--- config.mk ---
export PLATFORM = sky130hd
export DESIGN_NAME = wes_ctrl
export DESIGN_NICKNAME = d
export VERILOG_FILES = /design/src/rtl/core/wes_pkg.sv /design/src/rtl/core/wes_ctrl.sv
export SDC_FILE = /design/constraint.sdc
export NUM_CORES = 1
export LEC_CHECK = 0
export ABC_AREA = 1
export ABC_CLOCK_PERIOD_IN_PS = 1700
export BUFFER_PORTS_ARGS = -buffer_cell sky130_fd_sc_hd__buf_4
export CELL_PAD_IN_SITES_DETAIL_PLACEMENT = 0
export CELL_PAD_IN_SITES_GLOBAL_PLACEMENT = 2
export CORE_UTILIZATION = 25
export DETAILED_ROUTE_END_ITERATION = 6
export PLACE_DENSITY_LB_ADDON = 0.1
export SYNTH_ARGS = -nofsm -noshare
export SYNTH_HDL_FRONTEND = slang
export SYNTH_SLANG_ARGS = --single-unit
--- constraint.sdc ---
create_clock -name clk_i -period 1.7 [get_ports clk_i]
set_clock_uncertainty 0.15 [all_clocks]
set_input_delay 0.34 -clock clk_i [delete_from_list [all_inputs] [get_ports clk_i]]
set_output_delay 0.34 -clock clk_i [all_outputs]
set_load 0.005 [all_outputs]
--- src/rtl/core/wes_pkg.sv ---
// Shared constants, command codes and status types for the wave grid stencil.
package wes_pkg;

  // Grid and value geometry.
  localparam int GRID_MAX = 64;
  localparam int IDX_W    = 6;
  localparam int ADDR_W   = 2 * IDX_W;
  localparam int CELLS    = GRID_MAX * GRID_MAX;
  localparam int VALUE_W  = 32;
  localparam int GS_W     = 7;
  localparam int COEF_W   = 16;
  localparam int CFG_W    = 16;

  // Reset values of the configuration registers.
  localparam logic [GS_W-1:0]   GS_RESET   = GS_W'(64);
  localparam logic [COEF_W-1:0] COEF_RESET = COEF_W'(164);
  localparam logic [GS_W-1:0]   GS_MIN     = GS_W'(3);
  localparam logic [GS_W-1:0]   GS_MAX     = GS_W'(GRID_MAX);

  // Configuration register indexes.
  localparam logic CFG_GRID_SIZE = 1'b0;
  localparam logic CFG_COEF      = 1'b1;

  // Operation codes; the last one is unused and gives an empty result.
  localparam logic [1:0] OP_LOAD   = 2'd0;
  localparam logic [1:0] OP_STEP   = 2'd1;
  localparam logic [1:0] OP_READ   = 2'd2;
  localparam logic [1:0] OP_UNUSED = 2'd3;

  // Datapath commands, one per cycle.
  typedef enum logic [3:0] {
    CMD_NONE,
    CMD_LATCH,
    CMD_CLEAR,
    CMD_LOAD,
    CMD_RD_CELL,
    CMD_RD_CAP,
    CMD_STEP_START,
    CMD_NS,
    CMD_WE,
    CMD_U,
    CMD_SUM,
    CMD_MUL,
    CMD_WR,
    CMD_ZERO,
    CMD_FLIP,
    CMD_RESULT
  } dp_cmd_e;

  // Status from the datapath to the controller.
  typedef struct packed {
    logic [1:0] op;
    logic       in_range;
    logic       cell_edge;
    logic       cell_last;
  } dp_status_t;

endpackage

--- src/rtl/core/wes_ctrl.sv ---
// Controller: sequences clearing, operations, the grid sweep and the result beat.
module wes_ctrl import wes_pkg::*; (
  input  logic       clk_i,
  input  logic       rst_ni,
  input  dp_status_t status_i,
  output dp_cmd_e    cmd_o,
  input  logic       in_valid_i,
  output logic       in_stall_o,
  output logic       out_valid_o,
  input  logic       out_stall_i
);

  typedef enum logic [3:0] {
    S_CLEAR,
    S_IDLE,
    S_DECODE,
    S_RCAP,
    S_CELL,
    S_WE,
    S_U,
    S_SUM,
    S_MUL,
    S_WR,
    S_FLIP,
    S_DONE
  } state_e;

  state_e state_q, state_d;
  logic   out_valid_q, out_valid_d;
  logic   out_free;

  assign out_free    = !out_valid_q || !out_stall_i;
  assign in_stall_o  = (state_q != S_IDLE);
  assign out_valid_o = out_valid_q;

  // Next state and command.
  always_comb begin
    state_d     = state_q;
    cmd_o       = CMD_NONE;
    out_valid_d = out_valid_q && out_stall_i;
    case (state_q)
      S_CLEAR: begin
        cmd_o = CMD_CLEAR;
        if (status_i.cell_last) begin
          state_d = S_IDLE;
        end
      end
      S_IDLE: begin
        if (in_valid_i) begin
          cmd_o   = CMD_LATCH;
          state_d = S_DECODE;
        end
      end
      S_DECODE: begin
        case (status_i.op)
          OP_LOAD: begin
            cmd_o   = CMD_LOAD;
            state_d = S_DONE;
          end
          OP_READ: begin
            cmd_o   = CMD_RD_CELL;
            state_d = S_RCAP;
          end
          OP_STEP: begin
            cmd_o   = CMD_STEP_START;
            state_d = S_CELL;
          end
          default: state_d = S_DONE;
        endcase
      end
      S_RCAP: begin
        cmd_o   = CMD_RD_CAP;
        state_d = S_DONE;
      end
      S_CELL: begin
        if (status_i.cell_edge) begin
          cmd_o = CMD_ZERO;
          if (status_i.cell_last) begin
            state_d = S_FLIP;
          end
        end else begin
          cmd_o   = CMD_NS;
          state_d = S_WE;
        end
      end
      S_WE: begin
        cmd_o   = CMD_WE;
        state_d = S_U;
      end
      S_U: begin
        cmd_o   = CMD_U;
        state_d = S_SUM;
      end
      S_SUM: begin
        cmd_o   = CMD_SUM;
        state_d = S_MUL;
      end
      S_MUL: begin
        cmd_o   = CMD_MUL;
        state_d = S_WR;
      end
      S_WR: begin
        cmd_o   = CMD_WR;
        state_d = status_i.cell_last ? S_FLIP : S_CELL;
      end
      S_FLIP: begin
        cmd_o   = CMD_FLIP;
        state_d = S_DONE;
      end
      S_DONE: begin
        if (out_free) begin
          cmd_o       = CMD_RESULT;
          out_valid_d = 1'b1;
          state_d     = S_IDLE;
        end
      end
      default: state_d = S_IDLE;
    endcase
  end

  // State and output valid.
  always_ff @(posedge clk_i or negedge rst_ni) begin
    if (!rst_ni) begin
      state_q     <= S_CLEAR;
      out_valid_q <= 1'b0;
    end else begin
      state_q     <= state_d;
      out_valid_q <= out_valid_d;
    end
  end

endmodule

==> results of run 1 <==
cells by family (layout without fill, tap and decap cells):
logic type	Yosys count	count (layout)
and+or+nand+nor	72	72
buffers and inverters	19	56
DFF	5	5
AOI/OAI and AO/OA	9	9
adders and majority gates	5	5
synthesized netlist by cell type:
cell type	count
o21ai_0	3
nand3b_1	1
nor2_1	16
a21oi_2	1
nor2_2	2
nand2_1	39
ha_1	5
nand4_1	2
nor2_4	2
a21boi_0	1
a21oi_1	3
inv_1	16
o2111ai_1	1
nand2_2	3
dfrtp_1	5
inv_2	3
nand3_1	7
registers in the layout, summed over array words and instances, names as in the netlist:
signal       flops
out_valid_o      1
state_q          4
report_power, final:
| part | internal [mW] | switching [mW] | total [mW] |
|---|---|---|---|
| Sequential | 0.175 | 0.0794 | 0.254 |
| Clock | 0.0885 | 0.0459 | 0.134 |
| Combinational | 0.622 | 0.632 | 1.25 |
how the worst max path moves through the flow:
stage / endpoint / cells after the start
2_1_floorplan: cmd_o[0] / 3
3_3_place_gp: cmd_o[1] / 8
3_5_place_dp: cmd_o[1] / 8
4_1_cts: cmd_o[0] / 7
5_1_grt: cmd_o[2] / 6
6_report: cmd_o[0] / 7
cell type report:
cell class                      instances  share of cell area, %
Clock buffer                            4                   2.56
Multi-Input combinational cell         86                   48.4
Sequential cell                         5                   12.6
Inverter                               19                   7.20
Timing Repair Buffer                   33                   25.9
Tap cell                               28                   3.42
per-layer routing:
metal | part of all wire, % | vias to the layer above | global-route usage [%]
met5 | 0 | - | 0
met4 | 0 | 0 | 0.439
met3 | 3.9 | 0 | 5.22
met2 | 49 | 15 | 26.9
met1 | 47 | 356 | 18.9
li1 | - | 409 | -
what timing repair did:
| item | CTS | global route |
|---|---|---|
| hold buffers | 1 | 0 |
| setup buffers | 2 | 0 |
| hold endpoints to repair | 5 | 0 |
| pin swaps | 5 | 8 |
| gates resized for setup | 18 | 13 |
| setup endpoints to repair | 4 | 5 |
worst max-delay path, cell delays in order (launching register included):
cell	delay (ns)
dfrtp_2	0.45
buf_6	0.14
nor2_4	0.16
nand2_2	0.10
inv_4	0.08
nand2_2	0.05
o2111ai_2	0.05
buf_4	0.13
layout by cell type, fill, tap and decap left out:
cell type and n:
nand2_2 12, buf_6 4, nand2_1 29, nand3_1 7, inv_4 1, buf_4 28, clkbuf_1 1, dfrtp_2 3
nor2_4 3, o21ai_0 2, inv_1 15, inv_2 3, ha_1 5, o2111ai_2 1, nor2_1 12, a21boi_1 1
nand4_1 2, dfrtp_1 2, a21oi_1 1, a21oi_2 3, nor2_2 5, o21ai_2 1, dlygate4sd3_1 1, nand2_4 1
clkbuf_4 3, nand3b_1 1
per-stage QoR:
step | cells | area [um2] | worst slack (ns) | util [%] | setup TNS (ns)
after CTS | 175 | 983 | -0.191 | 42.8 | -0.696
after global placement | 169 | 897 | -0.0212 | 39.1 | -0.0383
final | 175 | 1020 | -0.191 | 44.6 | -0.725
after detailed placement | 169 | 897 | -0.0357 | 39.1 | -0.0437
after floorplan | 110 | 629 | 0.170 | - | 0
after global routing | 175 | 1020 | -0.288 | 44.6 | -1.13
==> results.json, run 1 <==
{
  "outcome": "finished with violations",
  "violations": "setup timing",
  "synthAdderAreaFrac_pct": 9.94,
  "max-slew-margin-rel_pct": 85.0,
  "end_kind": "primary output",
  "grt_pass1_wl_mm": 3.03,
  "maxCapViolations": 0,
  "min_period_ns": 1.89,
  "p_per_area_mw_per_mm2": 1600,
  "worstMarginPinSlew_ns": 0.225,
  "multi_input_comb_area_um2": 495,
  "worstSetupPathType": "reg2out",
  "via_per_inst": 4.46,
  "synthMuxAreaShare_pct": 0,
  "cp_max_fo": 4,
  "setup_violations": 4,
  "grt_max_degree": 6,
  "antenna_cells": 0,
  "clockBufferDepth": 2,
  "io_pins": 15,
  "r2r-end": "state_q[3]$_DFFE_PN0P_",
  "cts_buffers": 3,
  "hold_violations": 0,
  "cp-start-kind": "register",
  "synth_area_um2": 629,
  "cts.root.buffer_cell": "clkbuf_4",
  "ys_ff_latch": 5,
  "yosys.area_share.simple_pct": 50.1,
  "yosys.area.top_type": "nand2_1",
  "drt_pass1_iterations": 4,
  "layout-drive-gt1-share_pct": 46.3,
  "synth_xor_xnor_area_share_pct": 0,
  "rrSetupSlack_ns": 0.17,
  "initial_core_util_pct": 27.4,
  "htreeDepth": 1,
  "worstRegToRegCells": 10,
  "setup_ws_ns": -0.191,
  "coreArea_mm2": 0.00230,
  "synth_compound_area_share_pct": 8.75,
  "ys_warn_count": 0,
  "hold-path-endpoint": "state_q[2]$_DFFE_PN0P_",
  "total_power_mw": 1.64,
  "port_buffers": 13,
  "die_height_um": 52.2,
  "r2r_start": "state_q[0]$_DFFE_PN0P_",
  "grt_pass1_vias": 752,
  "crit_required_ns": 1.21,
  "hp-start": "status_i[1]",
  "tritoncts": "built",
  "worstHoldPathType": "in2reg",
  "die_w_um": 52.2,
  "synth_top_cells_by_area": "nand2_1 23%, dfrtp_1 20%, ha_1 9.9%",
  "gp_congestion": 0.829,
  "rsz0062_at_grt": "yes",
  "ant_nets": 0,
  "holdPathStages": 3,
  "whs_ns": 0.271,
  "clk_pin_slew_ns": 0.04,
  "dieArea_mm2": 0.00272,
  "clk_latency_ns": 0.24,
  "leakage_nw": 0.591,
  "fillers": 249,
  "fin_crit_sh_pct": 111,
  "overflow": 0,
  "syn-instance-count": 110,
  "fmaxAchievable_mhz": 529,
  "critical_path_arrival_ns": 1.40,
  "netlist.area_leader.share_pct": 23.3,
  "dpl.hpwl_mm": 1.52,
  "drv_slew": 0,
  "drc": 0,
  "wl_per_cell_um": 10.6,
  "wirelength_mm": 1.86,
  "rows": 17,
  "antenna_found_initial": 0,
  "synth_top_family_by_area": "simple AND/OR/NAND/NOR gates",
  "grt_use_total_pct": 15.3,
  "ir_drop_mv": 0.615,
  "fin_nets": 162,
  "crit_start": "state_q[0]$_DFFE_PN0P_",
  "seqCellArea_um2": 129,
  "clkSinkCount": 5,
  "synth_cell_types": 17,
  "synth_nets": 124,
  "syn-mean-instance-area_um2": 5.72,
  "vias": 780,
  "drtIter0Drc": 10,
  "area_delta_synth_final_pct": 62.8,
  "ys_seq_area_share_pct": 19.9
}
No activity file was read; power rests on OpenSTA's default activity.
==> inputs of run 2 (changes only) <==
Settings changed: ABC_CLOCK_PERIOD_IN_PS 1700 to 2100.
Clock period 1.7 ns to 2.1 ns, I/O delays scaled along.
==> run 2 against run 1 <==
Net effect:
- the flow now finishes without violations
- total power down 33%
- first-iteration DRC count up 40%
- non-clock buffer count down 15
- combinational power down 38%
- sequential cell count unchanged
- sequential share of layout area up 2.5 points
- worst setup slack better by 0.28 ns
- critical path depth down 1
- global-route usage down 1.7 points
- worst hold slack better by 0.043 ns
- critical path type unchanged
==> results.json, run 2 (synthesis results as in run 1) <==
{
  "dpl.hpwl_mm": 1.36,
  "final_cell_mix": "38 x nand2_1, 17 x buf_4, 16 x inv_1, 13 x nor2_1, 7 x nand3_1",
  "largest_reg_flops": 4,
  "io_pins": 15,
  "grt_use_total_pct": 13.6,
  "hp-start": "out_stall_i",
  "worstRegToRegCells": 9,
  "htreeDepth": 1,
  "whs_ns": 0.314,
  "crit_required_ns": 1.53,
  "drc": 0,
  "port_buffers": 13,
  "r2r-end": "state_q[1]$_DFFE_PN0P_",
  "cp_max_fo": 5,
  "clk_latency_ns": 0.25,
  "seqCellArea_um2": 129,
  "regMostFlops": "state_q",
  "antenna_found_initial": 0,
  "area_delta_synth_final_pct": 35.8,
  "wirelength_mm": 1.71,
  "coreArea_mm2": 0.00230,
  "cts_buffers": 3,
  "layout-drive-gt1-share_pct": 30.3,
  "hold-path-endpoint": "out_valid_o$_DFF_PN0_",
  "rows": 17,
  "max_stage_delay_ns": 0.43,
  "die_w_um": 52.2,
  "overflow": 0,
  "ir_drop_mv": 0.438,
  "leakage_nw": 0.502,
  "multi_input_comb_area_um2": 455,
  "ant_nets": 0,
  "p_per_area_mw_per_mm2": 1280,
  "dieArea_mm2": 0.00272,
  "cts.root.buffer_cell": "clkbuf_4",
  "via_per_inst": 4.58,
  "fin_tns_setup_ns": 0,
  "rrSetupSlack_ns": 0.61,
  "drt_pass1_iterations": 3,
  "drtIter0Drc": 14,
  "die_height_um": 52.2,
  "worstMarginPinSlew_ns": 0.205,
  "cpMaxStageDelayCell": "dfrtp_1",
  "crit_start": "state_q[3]$_DFFE_PN0P_",
  "rsz0062_at_grt": "yes",
  "maxCapViolations": 0,
  "holdPathStages": 3,
  "hold_violations": 0,
  "tritoncts": "built",
  "fmaxAchievable_mhz": 497,
  "clk_pin_slew_ns": 0.04,
  "clockBufferDepth": 2,
  "antenna_cells": 0,
  "fin_crit_sh_pct": 95.9,
  "max-slew-margin-rel_pct": 86.3,
  "grt_pass1_vias": 652,
  "min_period_ns": 2.01,
  "outcome": "finished clean",
  "vias": 732,
  "setup_violations": 0,
  "fillers": 257,
  "fin_nets": 147,
  "worstHoldPathType": "in2reg",
  "r2r_start": "state_q[2]$_DFFE_PN0P_",
  "gp_congestion": 0.772,
  "worstSetupPathType": "reg2out",
  "final_common_cell": "nand2_1",
  "path_cells": "inv_1 > nand2_1 > o21ai_2 > nor2_1 > o2111ai_1 > buf_4",
  "cp-start-kind": "register",
  "critical_path_arrival_ns": 1.44,
  "grt_max_degree": 9,
  "wl_per_cell_um": 10.7,
  "end_kind": "primary output",
  "drv_slew": 0,
  "initial_core_util_pct": 27.4,
  "grt_pass1_wl_mm": 2.73,
  "clkSinkCount": 5
}
run 2: how the worst max path moves through the flow:
stage	cells past startpoint	to	slack (ns)
after CTS	6	cmd_o[0]	0.004
after global routing	7	cmd_o[0]	-0.04
final	6	cmd_o[0]	0.09
after global placement	8	cmd_o[1]	0.22
after floorplan	3	cmd_o[0]	0.49
after detailed placement	8	cmd_o[1]	0.18
run 2: area by class of cell:
type                            instances  area share (%)
Sequential cell                         5            15.1
Tap cell                               28            4.10
Inverter                               19            8.35
Multi-Input combinational cell         86            53.3
Timing Repair Buffer                   18            16.1
Clock buffer                            4            3.07
run 2: routing by layer:
metal	vias up	track usage, %	part of all wire [%]
met3	0	4.35	3.3
met2	14	22.0	47
met5	-	0	0
li1	382	-	-
met1	336	18.2	50
met4	0	1.32	0
run 2: worst max-delay path: cells and delay by family (launching register included):
family                 cells  cell delay (ns)
AOI/OAI and AO/OA          2             0.28
buffers and inverters      2             0.28
DFF                        1             0.43
and+or+nand+nor            2             0.20
run 2: metrics by stage:
step | area (um2) | instances | power, mW | setup slack, ns | utilization, %
after floorplan | 629 | 110 | 0.654 | 0.490 | -
after CTS | 813 | 158 | 1.04 | 0.00448 | 35.4
after global routing | 855 | 160 | 1.22 | -0.0357 | 37.2
after global placement | 777 | 153 | 0.939 | 0.216 | 33.8
after detailed placement | 777 | 153 | 0.922 | 0.185 | 33.8
final | 855 | 160 | 1.09 | 0.0865 | 37.2
run 2: power breakdown:
part | internal, mW | leakage [nW] | switching [mW] | total [mW]
Combinational | 0.339 | 0.427 | 0.431 | 0.771
Sequential | 0.141 | 0.0607 | 0.0694 | 0.211
Clock | 0.0720 | 0.0150 | 0.0416 | 0.114
Total | 0.553 | 0.502 | 0.542 | 1.09
run 2: repair_timing:
item / 4_1_cts / 5_1_grt
setup endpoints to repair: 1 / 4
setup buffers: 0 / 2
hold endpoints to repair: 5 / 0
gates resized for setup: 0 / 11
pin swaps: 1 / 2
hold buffers: 1 / 0
cloned: 0 / 0
==> inputs of run 3 (changes only) <==
Settings changed: CORE_UTILIZATION 25 to 27, CTS_BUF_LIST from default to sky130_fd_sc_hd__clkbuf_4 sky130_fd_sc_hd__clkbuf_8.
==> run 3 against run 2 <==
Net effect:
- design area decreased by 1.6%
- cell count decreased by 0.63%
- wire length decreased by 3.3%
- total power fell by 1.4%
- maximum frequency grew 0.80%
- die area down 7.1%
- clock-buffer cell count did not move
- via count down 1.6%
==> results.json, run 3 (synthesis results as in run 1) <==
{
  "regMostFlops": "state_q",
  "coreArea_mm2": 0.00221,
  "clkSinkCount": 5,
  "critical_path_arrival_ns": 1.43,
  "drv_slew": 0,
  "worstHoldPathType": "in2reg",
  "clk_latency_ns": 0.24,
  "cp-start-kind": "register",
  "fillers": 258,
  "grt_max_degree": 9,
  "hold_violations": 0,
  "antenna_cells": 0,
  "area_delta_synth_final_pct": 33.6,
  "rsz0062_at_grt": "yes",
  "min_period_ns": 2.00,
  "holdPathStages": 3,
  "ant_nets": 0,
  "vias": 720,
  "htreeDepth": 1,
  "fin_crit_sh_pct": 95.1,
  "pwr-share-comb_pct": 69.2,
  "pwr-share-seq_pct": 19.0,
  "setup_violations": 0,
  "wl_per_cell_um": 10.4,
  "pre_cts_ws_ns": 0.215,
  "p_int_mw": 0.547,
  "worstMarginPinSlew_ns": 0.213,
  "io_pins": 15,
  "placed_area_um2": 777,
  "switching_power_mw": 0.532,
  "final_common_cell": "nand2_1",
  "worstSetupPathType": "reg2out",
  "final_cell_mix": "38 x nand2_1, 16 x inv_1, 16 x buf_4, 13 x nor2_1, 7 x nand3_1",
  "seqCellArea_um2": 128,
  "r2r_start": "state_q[2]$_DFFE_PN0P_",
  "layout-drive-gt1-share_pct": 29.0,
  "worstRegToRegCells": 8,
  "hold-path-endpoint": "out_valid_o$_DFF_PN0_",
  "setup_ws_ns": 0.102,
  "fin_nets": 146,
  "largest_reg_flops": 4,
  "dieArea_mm2": 0.00253,
  "crit_required_ns": 1.53,
  "p_per_area_mw_per_mm2": 1280,
  "ir_drop_mv": 0.404,
  "max-slew-margin-rel_pct": 85.8,
  "drt_pass1_iterations": 4,
  "switching_share_pct": 49.3,
  "tritoncts": "built",
  "port_buffers": 13,
  "pwr-share-clk_pct": 11.8,
  "design_area_um2": 841,
  "cp_max_fo": 8,
  "wirelength_mm": 1.65,
  "met3_usage_pct": 4.24,
  "initial_core_util_pct": 28.5,
  "busiest_layer": "met2",
  "r2r-end": "state_q[1]$_DFFE_PN0P_",
  "clk_pin_slew_ns": 0.04,
  "dpl.hpwl_mm": 1.39,
  "grt_pass1_wl_mm": 2.92,
  "clockBufferDepth": 2,
  "rrSetupSlack_ns": 0.63,
  "rows": 17,
  "via_per_inst": 4.53,
  "gp_congestion": 0.796,
  "whs_ns": 0.310,
  "leakage_nw": 0.501,
  "cts_buffers": 3,
  "grtUsageMet1_pct": 19.2,
  "die_w_um": 50.3,
  "multi_input_comb_area_um2": 447,
  "overflow": 0,
  "maxCapViolations": 0,
  "fmaxAchievable_mhz": 501,
  "grt_use_total_pct": 15.1,
  "antenna_found_initial": 0,
  "outcome": "finished clean",
  "end_kind": "primary output",
  "drc": 0,
  "grt_pass1_vias": 683,
  "drtIter0Drc": 12,
  "die_height_um": 50.3,
  "finish.utilization_pct": 38.0,
  "hp-start": "out_stall_i",
  "use_met2_pct": 25.1,
  "total_power_mw": 1.08,
  "cts.root.buffer_cell": "clkbuf_4"
}
run 3: cell count changes in the layout (fill, tap and decap cells not counted):
cell      delta
nor2_4       -1
nor2_2       +1
clkbuf_1     -1
buf_4        -1
a21oi_1      +1
clkbuf_4     +1
a21oi_2      -1
dfrtp_2      -1
dfrtp_1      +1
run 3: power groups by stage:
stage | clock, mW | combinational, mW | sequential [mW]
4_1_cts | 0.131 | 0.732 | 0.199
5_1_grt | 0.139 | 0.854 | 0.211
2_1_floorplan | 0 | 0.463 | 0.191
3_3_place_gp | 0 | 0.737 | 0.200
3_5_place_dp | 0 | 0.725 | 0.200
6_report | 0.127 | 0.746 | 0.205
run 3: critical path, cell delays in order, from the launching register on:
cell,delay (ns)
dfrtp_2,0.46
nor2_4,0.22
nand2_1,0.12
nor2_1,0.14
nor2_1,0.05
nand3_1,0.07
buf_4,0.10
run 3: what timing repair did:
action	in CTS	in global routing
hold buffers	1	0
cloned	0	0
pin swaps	1	2
hold endpoints to repair	5	0
setup buffers	0	1
gates resized for setup	0	8
setup endpoints to repair	1	4
run 3: area by class of cell:
class                           count  share of cell area, %
Multi-Input combinational cell     86                   53.1
Timing Repair Buffer               17                   15.5
Sequential cell                     5                   15.2
Inverter                           19                   8.48
Tap cell                           28                   4.17
Clock buffer                        4                   3.57
run 3: how the worst max path moves through the flow:
stage | start | to | slack, ns | cells past startpoint
4_1_cts | state_q[0]$_DFFE_PN0P_ | cmd_o[0] | 0.002 | 6
3_5_place_dp | status_i[4] | cmd_o[1] | 0.22 | 8
2_1_floorplan | state_q[3]$_DFFE_PN0P_ | cmd_o[0] | 0.49 | 3
5_1_grt | state_q[3]$_DFFE_PN0P_ | cmd_o[0] | -0.02 | 7
3_3_place_gp | status_i[4] | cmd_o[1] | 0.23 | 8
6_report | state_q[0]$_DFFE_PN0P_ | cmd_o[1] | 0.10 | 6
run 3: stage by stage:
stage / instances / setup TNS [ns]
finish: 159 / 0
global route: 159 / -0.0232
CTS: 158 / 0
detailed placement: 153 / 0
global placement: 153 / 0
floorplan: 110 / 0
run 3: layer usage:
layer | share of wire (%) | vias up
li1 | - | 377
met1 | 48 | 321
met2 | 46 | 22
met3 | 6.0 | 0
met4 | 0 | 0
met5 | 0 | -
